File: config.mk
export PLATFORM = sky130hd
export DESIGN_NAME = rptd_cell
export DESIGN_NICKNAME = d
export VERILOG_FILES = /design/src/rtl/rptd_pkg.sv /design/src/rtl/rptd_cell.sv
export SDC_FILE = /design/constraint.sdc
export NUM_CORES = 1
export LEC_CHECK = 0
export ABC_AREA = 0
export ABC_CLOCK_PERIOD_IN_PS = 6800
export BUFFER_PORTS_ARGS = -buffer_cell sky130_fd_sc_hd__clkbuf_2
export CAP_MARGIN = 20
export CORE_MARGIN = 10
export CORE_UTILIZATION = 56
export DETAILED_ROUTE_END_ITERATION = 7
export GPL_ROUTABILITY_DRIVEN = 0
export PLACE_DENSITY_LB_ADDON = 0.25
export SLEW_MARGIN = 15
export SYNTH_ARGS = -nofsm -noshare
export SYNTH_HDL_FRONTEND = slang
export SYNTH_SLANG_ARGS = --single-unit
File: constraint.sdc
create_clock -name clock -period 6.8 [get_ports clock]
set_input_delay 1.02 -clock clock [delete_from_list [all_inputs] [get_ports clock]]
set_output_delay 1.02 -clock clock [all_outputs]
set_load 0.01 [all_outputs]
File: src/rtl/rptd_pkg.sv
// Package: shared constants, types and helper functions of the threat detector.
`timescale 1ns / 1ps
package rptd_pkg;

   localparam int RULE_SLOTS_DEF     = 64;
   localparam int PATTERN_BYTES_DEF  = 62;
   localparam int THREAT_SLOTS_DEF   = 128;
   localparam int RESPONSE_SLOTS_DEF = 64;

   // widest pattern length value (up to 62 bytes)
   localparam int LEN_W = 6;
   localparam int HIT_W = 16;

   localparam logic [HIT_W-1:0] HIT_MAX  = '1;
   localparam logic [6:0]       CONF_CAP = 7'd100;
   localparam logic [6:0]       CONF_STEP = 7'd20;

   localparam logic MODE_PATTERN = 1'b0;
   localparam logic MODE_EVENT   = 1'b1;
   localparam logic KIND_RULE    = 1'b0;
   localparam logic KIND_EVENT   = 1'b1;

   localparam logic [2:0] CLASS_MALWARE = 3'd0;
   localparam logic [2:0] CLASS_DOS     = 3'd2;
   localparam logic [2:0] CLASS_PRIV    = 3'd4;
   localparam logic [2:0] CLASS_ANOMALY = 3'd5;

   localparam logic [1:0] SEVERITY_MEDIUM   = 2'd1;
   localparam logic [1:0] SEVERITY_HIGH     = 2'd2;
   localparam logic [1:0] SEVERITY_CRITICAL = 2'd3;

   // broadcast control from the top level to every cell
   typedef struct packed {
      logic             wr_en;
      logic [LEN_W-1:0] wr_pos;
      logic [7:0]       wr_byte;
      logic             add_en;
      logic [LEN_W-1:0] add_len;
      logic [2:0]       add_act;
      logic [7:0]       add_thr;
      logic             feed_en;
      logic [7:0]       feed_byte;
      logic             clear_en;
   } ctrl_type;

   // scan report of a cell, all zero unless the cell holds the token
   typedef struct packed {
      logic             stop;
      logic             trig;
      logic [HIT_W-1:0] hit;
      logic [2:0]       act;
   } report_type;

   function automatic logic [2:0] map_class(input logic [2:0] src);
      return (src <= CLASS_PRIV) ? src : CLASS_ANOMALY;
   endfunction

   function automatic logic [1:0] map_severity(input logic [2:0] src);
      if (src > CLASS_PRIV) return SEVERITY_MEDIUM;
      if (src == CLASS_MALWARE || src == CLASS_DOS) return SEVERITY_HIGH;
      return SEVERITY_CRITICAL;
   endfunction

   function automatic logic [6:0] confidence(input logic [HIT_W-1:0] hit);
      if (hit >= HIT_W'(5)) return CONF_CAP;
      return 7'(hit[2:0]) * CONF_STEP;
   endfunction

endpackage

File: src/rtl/rptd_cell.sv
// One rule cell: pattern bytes, shift-and match state, hit count and scan token stage.
`timescale 1ns / 1ps
module rptd_cell #(
   parameter int PATTERN_BYTES = rptd_pkg::PATTERN_BYTES_DEF
) (
   input  logic                 clock,
   input  logic                 reset,
   input  rptd_pkg::ctrl_type   ctrl,
   input  logic                 sel,
   input  logic                 token_in,
   output logic                 token_out,
   output rptd_pkg::report_type report
);

   logic [7:0]                     pat_ff [PATTERN_BYTES];
   logic [rptd_pkg::LEN_W-1:0]     len_ff;
   logic [2:0]                     act_ff;
   logic [7:0]                     thr_ff;
   logic [rptd_pkg::HIT_W-1:0]     hit_ff, hit_in;
   logic [PATTERN_BYTES-1:0]       part_ff, part_in;
   logic                           seen_ff, seen_in;
   logic                           occ_ff;
   logic                           token_ff;

   logic [PATTERN_BYTES-1:0]       eq_vec, len_mask, nxt;
   logic                           tail_hit;
   logic                           matched, trig;
   logic [rptd_pkg::HIT_W-1:0]     hit_inc;

   // compare the event byte against every stored position
   always_comb begin
      tail_hit = 1'b0;
      for (int k = 0; k < PATTERN_BYTES; k++) begin
         eq_vec[k]   = (pat_ff[k] == ctrl.feed_byte);
         len_mask[k] = (rptd_pkg::LEN_W'(k) < len_ff);
      end
      nxt = {part_ff[PATTERN_BYTES-2:0], 1'b1} & eq_vec & len_mask;
      for (int k = 0; k < PATTERN_BYTES; k++) begin
         if (rptd_pkg::LEN_W'(k + 1) == len_ff && nxt[k]) tail_hit = 1'b1;
      end
   end

   // scan step while holding the token
   always_comb begin
      matched = seen_ff || (len_ff == '0);
      hit_inc = (hit_ff == rptd_pkg::HIT_MAX) ? hit_ff : hit_ff + 1'b1;
      trig    = matched && (hit_inc >= rptd_pkg::HIT_W'(thr_ff));
      token_out = token_ff && occ_ff && !trig;
      report.stop = token_ff && (!occ_ff || trig);
      report.trig = token_ff && occ_ff && trig;
      report.hit  = (token_ff && occ_ff) ? hit_inc : '0;
      report.act  = (token_ff && occ_ff) ? act_ff : '0;
   end

   // next match state and hit count
   always_comb begin
      part_in = part_ff;
      seen_in = seen_ff;
      hit_in  = hit_ff;
      if (ctrl.add_en && sel) begin
         part_in = '0;
         seen_in = 1'b0;
         hit_in  = '0;
      end else if (ctrl.clear_en) begin
         part_in = '0;
         seen_in = 1'b0;
      end else if (ctrl.feed_en && occ_ff && len_ff != '0) begin
         part_in = nxt;
         seen_in = seen_ff | tail_hit;
      end
      if (token_ff && occ_ff && matched) hit_in = hit_inc;
   end

   always_ff @(posedge clock) begin
      if (reset) begin
         part_ff  <= '0;
         seen_ff  <= 1'b0;
         occ_ff   <= 1'b0;
         token_ff <= 1'b0;
      end else begin
         part_ff  <= part_in;
         seen_ff  <= seen_in;
         token_ff <= token_in;
         if (ctrl.add_en && sel) occ_ff <= 1'b1;
      end
   end

   // payload: hit count, pattern bytes and rule settings
   always_ff @(posedge clock) begin
      hit_ff <= hit_in;
      for (int k = 0; k < PATTERN_BYTES; k++) begin
         if (ctrl.wr_en && sel && ctrl.wr_pos == rptd_pkg::LEN_W'(k)) pat_ff[k] <= ctrl.wr_byte;
      end
      if (ctrl.add_en && sel) begin
         len_ff <= ctrl.add_len;
         act_ff <= ctrl.add_act;
         thr_ff <= ctrl.add_thr;
      end
   end

endmodule

Word-level counts from Yosys, hierarchy flattened
Memory sizes are Yosys's and may differ from the RTL's. Cells that the tools add are included.

Bits in registers: 97. Bits in latches: 0. Memory bits (writable): 496. Bits in read-only memories: 0. Input bits: 47. Output and inout port bits: 22. Memories kept: 1.

$add $sub $neg: 1. $mul: 0. Divide/modulo/power cells: 0. Magnitude comparators: 63. Equal/unequal tests: 186. Shift-type cells: 0. Multiplexer cells: 374. Bitwise logic cells: 3. Reduce and logical (&&, ||, !) cells: 204.

Memory list: pat_ff (depth 62, bits a word 8, read ports 62, clocked after Yosys merged registers in 0, wr ports 1, line rptd_cell.sv:15) `logic [7:0] pat_ff [PATTERN_BYTES];`.

Operator list (count): $eq A8 B8 Y1 (62); $mux W8 (61); $reduce_or A8 Y1 (61); $mux W6 (61); $mux W1 (247); $eq A6 B6 Y1 const A (31); $eq A6 B6 Y1 const B (30); $lt A6 B6 Y1 const A (30); $logic_and A1 B1 Y1 (134); $and A62 B62 Y62 (2); $eq A5 B6 Y1 const A (16); $eq A6 B5 Y1 const B (16); $lt A5 B6 Y1 const A (16); $mux W16 (4); $eq A4 B6 Y1 const A (8); $eq A6 B4 Y1 const B (8); $lt A4 B6 Y1 const A (8); $eq A3 B6 Y1 const A (4); $eq A6 B3 Y1 const B (4); $lt A3 B6 Y1 const A (4); $add A16 B1 Y16 const B (1); $eq A16 B16 Y1 const B (1); $ge A16 B8 Y1 (1); $eq A2 B6 Y1 const A (2); other kinds (13) (19).

Depth between registers and ports, before layout
Gate-level depths: netlist of run 1.

Depth in word-level cells: 67. Gate-level depth with buffers: 15. Mapped depth without buffers: 14.

Worst setup path before layout of run 1
No wires, ideal clock.

Path type: register -> output. Start: reg hit_ff[0] in the netlist's numbering. End: out token_out. Arrival: 3.156 ns. Slack: 2.624 ns. Stages on the path, launching flop included: 15. Path through: edfxtp_1 ha_1 and3_1 clkbuf_1 nand4_1 or2_2 xnor2_1 ha_1 nand2b_1 a21o_1 a21o_1 a21oi_1 o21ai_0 nor4b_1 o21ba_2.

Cells in the longest elaborated chain, start to end: 6.

RTL lines: start, declared (line rptd_cell.sv:19) `logic [rptd_pkg::HIT_W-1:0] hit_ff, hit_in;`; start signal, assigned (line rptd_cell.sv:90) `hit_ff <= hit_in;`; $add A16 B1 Y16 / $eq A16 B16 Y1 (equally long branches) (line rptd_cell.sv:46) `hit_inc = (hit_ff == rptd_pkg::HIT_MAX) ? hit_ff : hit_ff + 1'b1;`; $mux W16 * (line rptd_cell.sv:46); $ge A16 B8 Y1 * (line rptd_cell.sv:47) `trig = matched && (hit_inc >= rptd_pkg::HIT_W'(thr_ff));`; $logic_and A1 B1 Y1 * (line rptd_cell.sv:47); $logic_not A1 Y1 * (line rptd_cell.sv:48) `token_out = token_ff && occ_ff && !trig;`; $logic_and A1 B1 Y1 * (line rptd_cell.sv:48); end, declared (line rptd_cell.sv:11) `output logic token_out,`.

Every way passes the cells marked *; elsewhere a longest branch is shown, timed or not.

Worst setup path in the final report of run 1
Same ends and word-level chain as after synthesis.

==> flow_summary.ini, run 1 <==
[detailed_routing]
wl_per_cell_um = 27.05
firstDrtPassIters = 5
drt-initial-drc-count = 2316
vias = 17310
viasPerCell = 6.355
drc = 0
drt_wl_total_um = 73680
ant_nets = 0

[worst_setup_path]
crit_family = simple AND/OR/NAND/NOR gates
crit_buf_inv = 1
crit_type = reg2out
cp.required_ns = 5.78
cp.arrival_ns = 4.63
path_cells = ha_1 -> and3_1 -> nand4_1 -> or2_2 -> xnor2_1 -> ha_1 -> nand2b_1 -> a21o_1 -> a21o_1 -> a21oi_1 -> o21ai_0 -> nor4b_1 -> o21ba_2 -> clkbuf_2
slowest_stage = nor4b_1
cpPeakStageDelay_ns = 0.81
crit_path_start_kind = flop
path_max_fanout = 6
cp-end-kind = primary output

[global_routing]
antenna_found_initial = 1
gr-total-overflow = 0
grt_first_pass_wirelength_um = 108200
grt_util_met3_pct = 5.348
grt_busiest_layer = met2
grt_pass1_vias = 17010
grt_max_degree = 86
grtUsageTotal_pct = 25.47
grt_use_met1_pct = 33.34
grt_use_met2_pct = 41.38

[timing]
post-route-period-util_pct = 83.05
setup_violations = 0
setup-tns-final_ns = 0
timing.final.hold_violations = 0
final.setup_skew_ns = 0.01742
min_period_ns = 5.648
relSlewSlack_pct = 20.32
max_clock_freq_mhz = 177.1
slew_violations = 0
rsz0062_at_grt = no
max_slew.worst_pin.slew_ns = 1.192

[power_and_ir_drop]
p_clk_share_pct = 41.9
pwr-share-comb_pct = 6.7
seqPwrFrac_pct = 51.4
p_leak_nw = 8.788
powerDensity_mw_per_mm2 = 265.0
switching_share_pct = 22.61
p_int_mw = 6.024
ir_drop_v = 0.0002390
p_sw_mw = 1.760

[die]
num_rows = 79
coreArea_mm2 = 0.04675
die_x_um = 238.1
initial_core_util_pct = 56.99
die-area_mm2 = 0.05671
ios = 69
die_y_um = 238.1

[synthesis]
ys.flop_type = edfxtp_1
synth_edf_count = 529
yosysUniqueCellTypes = 63
async_flop_share_pct = 0
synth_top_family_by_area = XOR/XNOR gates
synth_area_leaders = edfxtp_1 (60%), xnor2_1 (15%), dfxtp_1 (4.8%)
ys_warn_count = 0
syn_avg_cell_area_um2 = 13.18
syn_nets = 2078
syn_area_mm2 = 0.02665
synth_top_area_share_pct = 59.61
synthAdderAreaFrac_pct = 0.4226
synthMuxAreaShare_pct = 0.4555
synth_xor_area_share_pct = 16.40
synth_seq_cells = 593
yosysSeqAreaShare_pct = 64.42
syn_inst = 2022
yosys.area_share.simple_pct = 11.87
synth-compound-area-share_pct = 3.958
synth_top_area_cell = edfxtp_1

[clock_network]
cts_tree = yes
cts_resized = 0
cts.path.max_buffers = 3
cts.htree.levels = 2
cts_num_sinks = 593
clkTransAtPathRegs_ns = 0.06
holdBufCountCts = 0
cts_buffers = 59
clockRootBuffer = clkbuf_16
post-cts-setup-buffer-count = 0
clk_latency_ns = 0.62

[finish]
layout_common_cells = edfxtp_1 (529), xnor2_1 (454), nor2_1 (156)
utilization_pct = 62.82
layout_commonest_cell = edfxtp_1
syn_to_final_growth_pct = 10.22
nets = 2123
fillers = 3483
drive_gt1_share_pct = 9.825
diodes = 0

[status]
status = completed

[job]
cap_violations = 0

[placed_design]
port_buffers = 68
hpwl_um = 42020

[worst_hold_path]
min_path_type = reg2reg
-- routing by layer --
metal / share of wire [%] / up-vias / wire (um)
met5: 0.018 / - / 13
li1: - / 7461 / -
met3: 11 / 172 / 7842
met4: 3.1 / 2 / 2320
met2: 47 / 1048 / 34730
met1: 39 / 8627 / 28770
-- state kept, by name, indices dropped and copies added (netlist names) --
signal,count
act_ff,3
hit_ff,16
len_ff,6
occ_ff,1
part_ff,61
pat_ff,496
seen_ff,1
thr_ff,8
token_ff,1
-- cell type report --
type,instances,area (um^2),area share [%]
multi-input cells,1293,8830,30.06
flip-flops and latches,593,17170,58.45
inverters,19,71.32,0.2428
clock inverters,36,322.8,1.099
repair buffers,101,620.6,2.113
clock buffers,75,1599,5.445
well taps,607,759.5,2.586
-- synthesized netlist by cell type (3+ instances only) --
cell	n
nor3_1	33
o21ai_0	18
o21a_1	3
and2_1	8
nand4_1	96
nor4_1	74
o211ai_2	3
xnor2_1	454
nand2_1	97
or3_1	6
nor4b_1	4
mux2i_1	11
o311ai_1	4
nand3_1	77
o2111ai_1	8
edfxtp_1	529
buf_2	65
xor2_1	45
o311ai_0	11
a2111oi_0	6
or4_1	13
buf_4	16
and3_1	7
inv_1	19
nor2b_1	15
ha_1	9
a21oi_1	64
o211ai_1	9
a31oi_1	3
nand2b_1	9
nor2_1	157
or2_2	7
buf_1	6
a21o_1	4
dfxtp_1	64
clkbuf_1	29
and4_1	6
-- tightest hold or removal path, cell delays in order, from the launching register on --
cell	delay, ns
dfxtp_1	0.31
nand2_1	0.05
a21oi_1	0.05
-- final timing paths --
kind                             startpoint  cells past startpoint     endpoint  slack, ns
worst max-delay path              hit_ff[0]                     14    token_out       1.15
worst min-delay path            part_ff[46]                      2  part_ff[46]       0.45
worst max register to register    len_ff[4]                      6    hit_ff[9]       3.14
worst min register to register  part_ff[46]                      2  part_ff[46]       0.45
-- per-stage QoR --
| step | hold slack [ns] | instance area (um^2) | setup slack [ns] | power, mW | instances |
|---|---|---|---|---|---|
| global placement | 0.4354 | 27450 | 1.959 | 4.580 | 2613 |
| finish | 0.4543 | 29370 | 1.152 | 7.784 | 2724 |
| global route | 0.4780 | 29370 | 1.007 | 7.980 | 2724 |
| floorplan | 0.4284 | 26650 | 2.624 | 4.383 | 2022 |
| detailed placement | 0.4474 | 27450 | 1.849 | 4.589 | 2613 |
| CTS | 0.4554 | 29370 | 1.175 | 7.792 | 2724 |
-- logic make-up after synthesis --
group	after synthesis
AO/OA/AOI/OAI	155
XOR/XNOR	499
adder cells (fa/ha/maj)	9
buffers and inverters	136
flip-flops	593
multiplexers	12
AND/OR/NAND/NOR	618
-- power by group through the flow --
stage	sequential (mW)	clock, mW	combinational [mW]
floorplan	4.07	0	0.311
global placement	4.08	0	0.503
detailed placement	4.08	0	0.510
CTS	4.00	3.28	0.514
global route	4.00	3.43	0.549
finish	4.00	3.26	0.523
(Power assumes the default switching activity.)
==> inputs of run 2 (changes only) <==
--- a/config.mk
+++ b/config.mk
@@ -6,7 +6,7 @@
 export NUM_CORES = 1
 export LEC_CHECK = 0
 export ABC_AREA = 0
-export ABC_CLOCK_PERIOD_IN_PS = 6800
+export ABC_CLOCK_PERIOD_IN_PS = 5500
 export BUFFER_PORTS_ARGS = -buffer_cell sky130_fd_sc_hd__clkbuf_2
 export CAP_MARGIN = 20
 export CORE_MARGIN = 10
==> constraint.sdc (replaced) <==
create_clock -name clock -period 5.5 [get_ports clock]
set_input_delay 0.825 -clock clock [delete_from_list [all_inputs] [get_ports clock]]
set_output_delay 0.825 -clock clock [all_outputs]
set_load 0.01 [all_outputs]
==> flow_summary.ini, run 2 (same netlist as run 1, synthesis figures left out) <==
[status]
status = completed

[power_and_ir_drop]
pwr-share-comb_pct = 6.6
powerDensity_mw_per_mm2 = 332.8
p_int_mw = 7.642
p_leak_nw = 8.889
seqPwrFrac_pct = 50.3
ir_drop_v = 0.0003094
p_sw_mw = 2.201
switching_share_pct = 22.36
p_clk_share_pct = 43.1

[worst_setup_path]
crit_type = reg2out
cp.required_ns = 4.68
cp.arrival_ns = 4.38
path_max_fanout = 6
timing.rr.start = len_ff[3]
crit_path_start_kind = flop
cp-end-kind = primary output
worstReg2RegEnd = seen_ff
reg2reg_slack_ns = 1.86
reg2reg_depth = 7

[detailed_routing]
wl_per_cell_um = 27.43
viasPerCell = 6.419
firstDrtPassIters = 7
drc = 0
drt_wl_total_um = 74880
drt-initial-drc-count = 2344
vias = 17530
ant_nets = 0

[placed_design]
place_area_mm2 = 0.02754
hpwl_um = 44520
port_buffers = 68
dpl_worst_slack_ns = 0.7034

[global_routing]
grt_busiest_layer = met2
grt_max_degree = 63
grt_pass1_vias = 17260
antenna_found_initial = 2
grtUsageTotal_pct = 26.17
gr-total-overflow = 0
grt_use_met2_pct = 42.46
grt_use_met1_pct = 34.52
grt_util_met3_pct = 4.772
grt_first_pass_wirelength_um = 110900

[clock_network]
cts_tree = yes
clockRootBuffer = clkbuf_16
cts_num_sinks = 593
clkTransAtPathRegs_ns = 0.06
cts_resized = 0
cts.htree.levels = 2
clk_latency_ns = 0.63
post-cts-setup-buffer-count = 0
cts_buffers = 59
holdBufCountCts = 0
cts.path.max_buffers = 3

[worst_hold_path]
hold_path_startpoint = ctrl[21]
min_path_type = in2reg
hold_depth = 1
hold_end = len_ff[0]

[timing]
rsz0062_at_grt = no
min_period_ns = 5.205
fin_ws_ns = 0.2954
relSlewSlack_pct = 24.29
post-route-period-util_pct = 94.63
slew_violations = 0
setup-tns-final_ns = 0
setup_violations = 0
final.setup_skew_ns = 0.01740
fin_hold_ws_ns = 0.3670
timing.final.hold_violations = 0
max_clock_freq_mhz = 192.1
max_slew.worst_pin.slew_ns = 1.133

[finish]
largest_reg_flops = 496
nets = 2129
syn_to_final_growth_pct = 11.00
fin_area_mm2 = 0.02958
drive_gt1_share_pct = 10.32
layout_commonest_cell = edfxtp_1
diodes = 0
fillers = 3464
top_register = pat_ff
layout_common_cells = edfxtp_1 (529), xnor2_1 (454), nor2_1 (156)
largestRegisters = pat_ff: 496 flops, part_ff: 61 flops, hit_ff: 16 flops

[die]
die_y_um = 238.1
die-area_mm2 = 0.05671
coreArea_mm2 = 0.04675
initial_core_util_pct = 56.99
die_x_um = 238.1
num_rows = 79
ios = 69

[job]
cap_violations = 0
## run 2: cell count changes in the layout (fill, tap and decap cells not counted)
| cell | change |
|---|---|
| buf_12 | +4 |
| nor4b_2 | +1 |
| clkbuf_1 | -2 |
| clkinv_4 | -1 |
| bufinv_16 | +3 |
| inv_6 | -1 |
| buf_4 | +2 |
| clkinv_1 | -2 |
| clkbuf_8 | +4 |
| clkinv_2 | -1 |
| nor4b_1 | -1 |
## run 2: area by class of cell
cell class | instances | area [um^2] | area share, %
clock buffer | 77 | 1647 | 5.567
multi-input combinational | 1293 | 8836 | 29.87
tap | 607 | 759.5 | 2.568
timing repair buffer | 107 | 715.7 | 2.420
clock inverter | 34 | 382.9 | 1.294
inverter | 19 | 71.32 | 0.2411
sequential | 593 | 17170 | 58.04
## run 2: metrics by stage
stage / total power, mW / utilization [%] / cells
finish: 9.843 / 63.26 / 2730
CTS: 9.849 / 63.25 / 2730
global route: 10.05 / 63.26 / 2730
detailed placement: 5.687 / 58.91 / 2619
floorplan: 5.419 / - / 2022
global placement: 5.674 / 58.91 / 2619
## run 2: worst max path at each step
stage | slack (ns) | end | depth (start not counted) | from
2_1_floorplan | 1.52 | token_out | 14 | hit_ff[0]
3_3_place_gp | 0.85 | token_out | 14 | hit_ff[0]
3_5_place_dp | 0.70 | token_out | 14 | hit_ff[1]
4_1_cts | 0.06 | token_out | 14 | hit_ff[1]
5_1_grt | 0.05 | token_out | 14 | hit_ff[0]
6_report | 0.30 | token_out | 14 | hit_ff[1]
## run 2: power by group through the flow
stage	Clock, mW	Sequential, mW	Combinational [mW]
final	4.24	4.95	0.652
after global routing	4.41	4.95	0.686
after CTS	4.25	4.95	0.643
after detailed placement	0	5.05	0.639
after global placement	0	5.05	0.628
after floorplan	0	5.04	0.384
## run 2: critical path, stage by stage (launching register included)
cell and delay, ns:
edfxtp_1 0.42, ha_1 0.23, and3_1 0.31, nand4_1 0.20, or2_2 0.37, xnor2_1 0.29, ha_1 0.29, nand2b_1 0.14
a21o_1 0.17, a21o_1 0.17, a21oi_1 0.13, o21ai_0 0.11, nor4b_2 0.56, o21ba_2 0.23, clkbuf_2 0.13
## run 2: per-layer routing
metal	up-vias	part of all wire [%]	wire [um]
met1	8659	38	28710
met5	-	0.059	44
met2	1153	47	34930
met4	6	3.8	2876
li1	7476	-	-
met3	231	11	8319
==> inputs of run 3 (changes only) <==
--- a/config.mk
+++ b/config.mk
@@ -11,9 +11,11 @@
 export CAP_MARGIN = 20
 export CORE_MARGIN = 10
 export CORE_UTILIZATION = 56
+export CTS_CLUSTER_SIZE = 8
 export DETAILED_ROUTE_END_ITERATION = 7
 export GPL_ROUTABILITY_DRIVEN = 0
 export PLACE_DENSITY_LB_ADDON = 0.25
+export SETUP_SLACK_MARGIN = 0.1
 export SLEW_MARGIN = 15
 export SYNTH_ARGS = -nofsm -noshare
 export SYNTH_HDL_FRONTEND = slang
==> constraint.sdc (replaced) <==
create_clock -name clock -period 5.5 [get_ports clock]
set_input_delay 1.1 -clock clock [delete_from_list [all_inputs] [get_ports clock]]
set_output_delay 1.1 -clock clock [all_outputs]
set_load 0.01 [all_outputs]
==> flow_summary.ini, run 3 (same netlist as run 1, synthesis figures left out) <==
[power_and_ir_drop]
ir_drop_v = 0.0003113
p_sw_mw = 2.304
p_int_mw = 7.992
switching_share_pct = 22.38
pwr-share-comb_pct = 6.5
seqPwrFrac_pct = 48.2
powerDensity_mw_per_mm2 = 342.8
p_clk_share_pct = 45.4
p_leak_nw = 9.085

[finish]
top_register = pat_ff
layout_commonest_cell = edfxtp_1
register_area_mm2 = 0.01717
fin_cells = 2774
largest_reg_flops = 496
syn_to_final_growth_pct = 12.71
nets = 2165
multi_input_area_mm2 = 0.008864
drive_gt1_share_pct = 10.62
largestRegisters = pat_ff: 496 flops, part_ff: 61 flops, hit_ff: 16 flops
fillers = 3441
layout_common_cells = edfxtp_1 (529), xnor2_1 (453), nor2_1 (156)

[worst_setup_path]
cp-end-kind = primary output
cp.depth = 15
crit_type = reg2out
cpPeakStageDelay_ns = 0.40
crit_family = simple AND/OR/NAND/NOR gates
worstReg2RegEnd = seen_ff
crit_buf_inv = 2
reg2reg_depth = 8
timing.rr.start = len_ff[5]
path_cells = ha_1 -> and3_2 -> nand4_1 -> or2_4 -> xnor2_2 -> ha_1 -> nand2b_1 -> a21o_1 -> a21o_1 -> a21oi_1 -> o21ai_0 -> nor4b_4 -> buf_4 -> o21ba_2 -> clkbuf_2
cp.arrival_ns = 4.13
path_max_fanout = 6
cp.required_ns = 4.40
reg2reg_slack_ns = 1.94
crit_path_start_kind = flop
slowest_stage = edfxtp_1

[timing]
relSlewSlack_pct = 22.81
slew_violations = 0
min_period_ns = 5.229
timing.final.hold_violations = 0
max_slew.worst_pin.slew_ns = 1.154
fin_hold_ws_ns = 0.4498
setup-tns-final_ns = 0
final.setup_skew_ns = 0.01856
max_clock_freq_mhz = 191.2
post-route-period-util_pct = 95.07
setup_violations = 0
rsz0062_at_grt = no

[placed_design]
hpwl_um = 44330
placedCellCount = 2627
port_buffers = 68

[clock_network]
clockRootBuffer = clkbuf_16
holdBufCountCts = 0
cts_num_sinks = 593
cts_buffers = 84
clk_latency_ns = 0.61
cts_tree = yes
cts.path.max_buffers = 3
cts.htree.levels = 3
clkTransAtPathRegs_ns = 0.05

[global_routing]
grtUsageTotal_pct = 26.41
grt_pass1_vias = 17460
gr-total-overflow = 0
grt_max_degree = 86
grt_first_pass_wirelength_um = 111800
antenna_found_initial = 3

[detailed_routing]
viasPerCell = 6.370
drt-initial-drc-count = 2199
met1_length_um = 29480
wl_per_cell_um = 27.29
dr_wl_met2_um = 34940
wl_met3_um = 8433
vias = 17670
drt_wl_total_um = 75700
top_layer = met5
firstDrtPassIters = 7
drc = 0
ant_nets = 0

[worst_hold_path]
hold_end = part_ff[13]
hold_depth = 2
hold_path_startpoint = part_ff[13]
min_path_type = reg2reg

[die]
ios = 69
die_x_um = 238.1
num_rows = 79
die-area_mm2 = 0.05671
coreArea_mm2 = 0.04675
die_y_um = 238.1
initial_core_util_pct = 56.99

[job]
cap_violations = 0

[status]
status = completed
run 3: cell count changes in the layout (fill, tap and decap cells not counted), moves of 9 or more:
| cell | change |
|---|---|
| buf_4 | +10 |
| bufinv_16 | -9 |
| clkbuf_1 | +45 |
| clkbuf_16 | +24 |
| clkinv_1 | -10 |
| clkinv_2 | -15 |
run 3: worst max-delay path by stage:
| stage | startpoint | end | slack (ns) |
|---|---|---|---|
| 2_1_floorplan | hit_ff[0] | token_out | 1.24 |
| 3_3_place_gp | hit_ff[0] | token_out | 0.88 |
| 3_5_place_dp | hit_ff[0] | token_out | 0.65 |
| 4_1_cts | hit_ff[0] | token_out | 0.13 |
| 5_1_grt | hit_ff[1] | token_out | 0.11 |
| 6_report | hit_ff[1] | token_out | 0.27 |
run 3: final cells by class:
class,instances,area share [%]
multi-input cells,1293,29.51
inverters,19,0.2375
clock inverters,3,0.08749
flip-flops and latches,593,57.16
well taps,607,2.529
repair buffers,118,2.700
diodes,1,0.008332
clock buffers,140,7.770
run 3: worst min-delay path: cells and delay by family (launching register included):
family | cells | cell delay (ns)
flops | 1 | 0.30
compound gates | 1 | 0.05
simple gates | 1 | 0.05
run 3: what timing repair did:
item,4_1_cts,5_1_grt
gates resized for setup,2,5
setup endpoints to repair,2,3
pin swaps,0,1
buffers inserted,0,3
run 3: power by group through the flow:
stage / Sequential (mW) / Combinational, mW / Clock, mW
after floorplan: 5.04 / 0.384 / 0
after global placement: 5.04 / 0.640 / 0
after detailed placement: 5.04 / 0.648 / 0
after CTS: 4.96 / 0.653 / 4.71
after global routing: 4.96 / 0.699 / 4.89
final: 4.96 / 0.665 / 4.67
run 3: layer usage:
metal	track usage, %	vias up
met1	34.77	8750
met4	9.825	6
met5	0	-
met3	6.213	224
met2	42.10	1126
li1	-	7564
run 3: metrics by stage:
| step | power (mW) | utilization (%) | setup WS [ns] | cell area (um^2) |
|---|---|---|---|---|
| 4_1_cts | 10.32 | 64.14 | 0.1280 | 29990 |
| 3_3_place_gp | 5.682 | 59.07 | 0.8784 | 27620 |
| 6_report | 10.30 | 64.24 | 0.2709 | 30030 |
| 5_1_grt | 10.55 | 64.23 | 0.1121 | 30030 |
| 3_5_place_dp | 5.692 | 59.07 | 0.6461 | 27620 |
| 2_1_floorplan | 5.419 | - | 1.244 | 26650 |
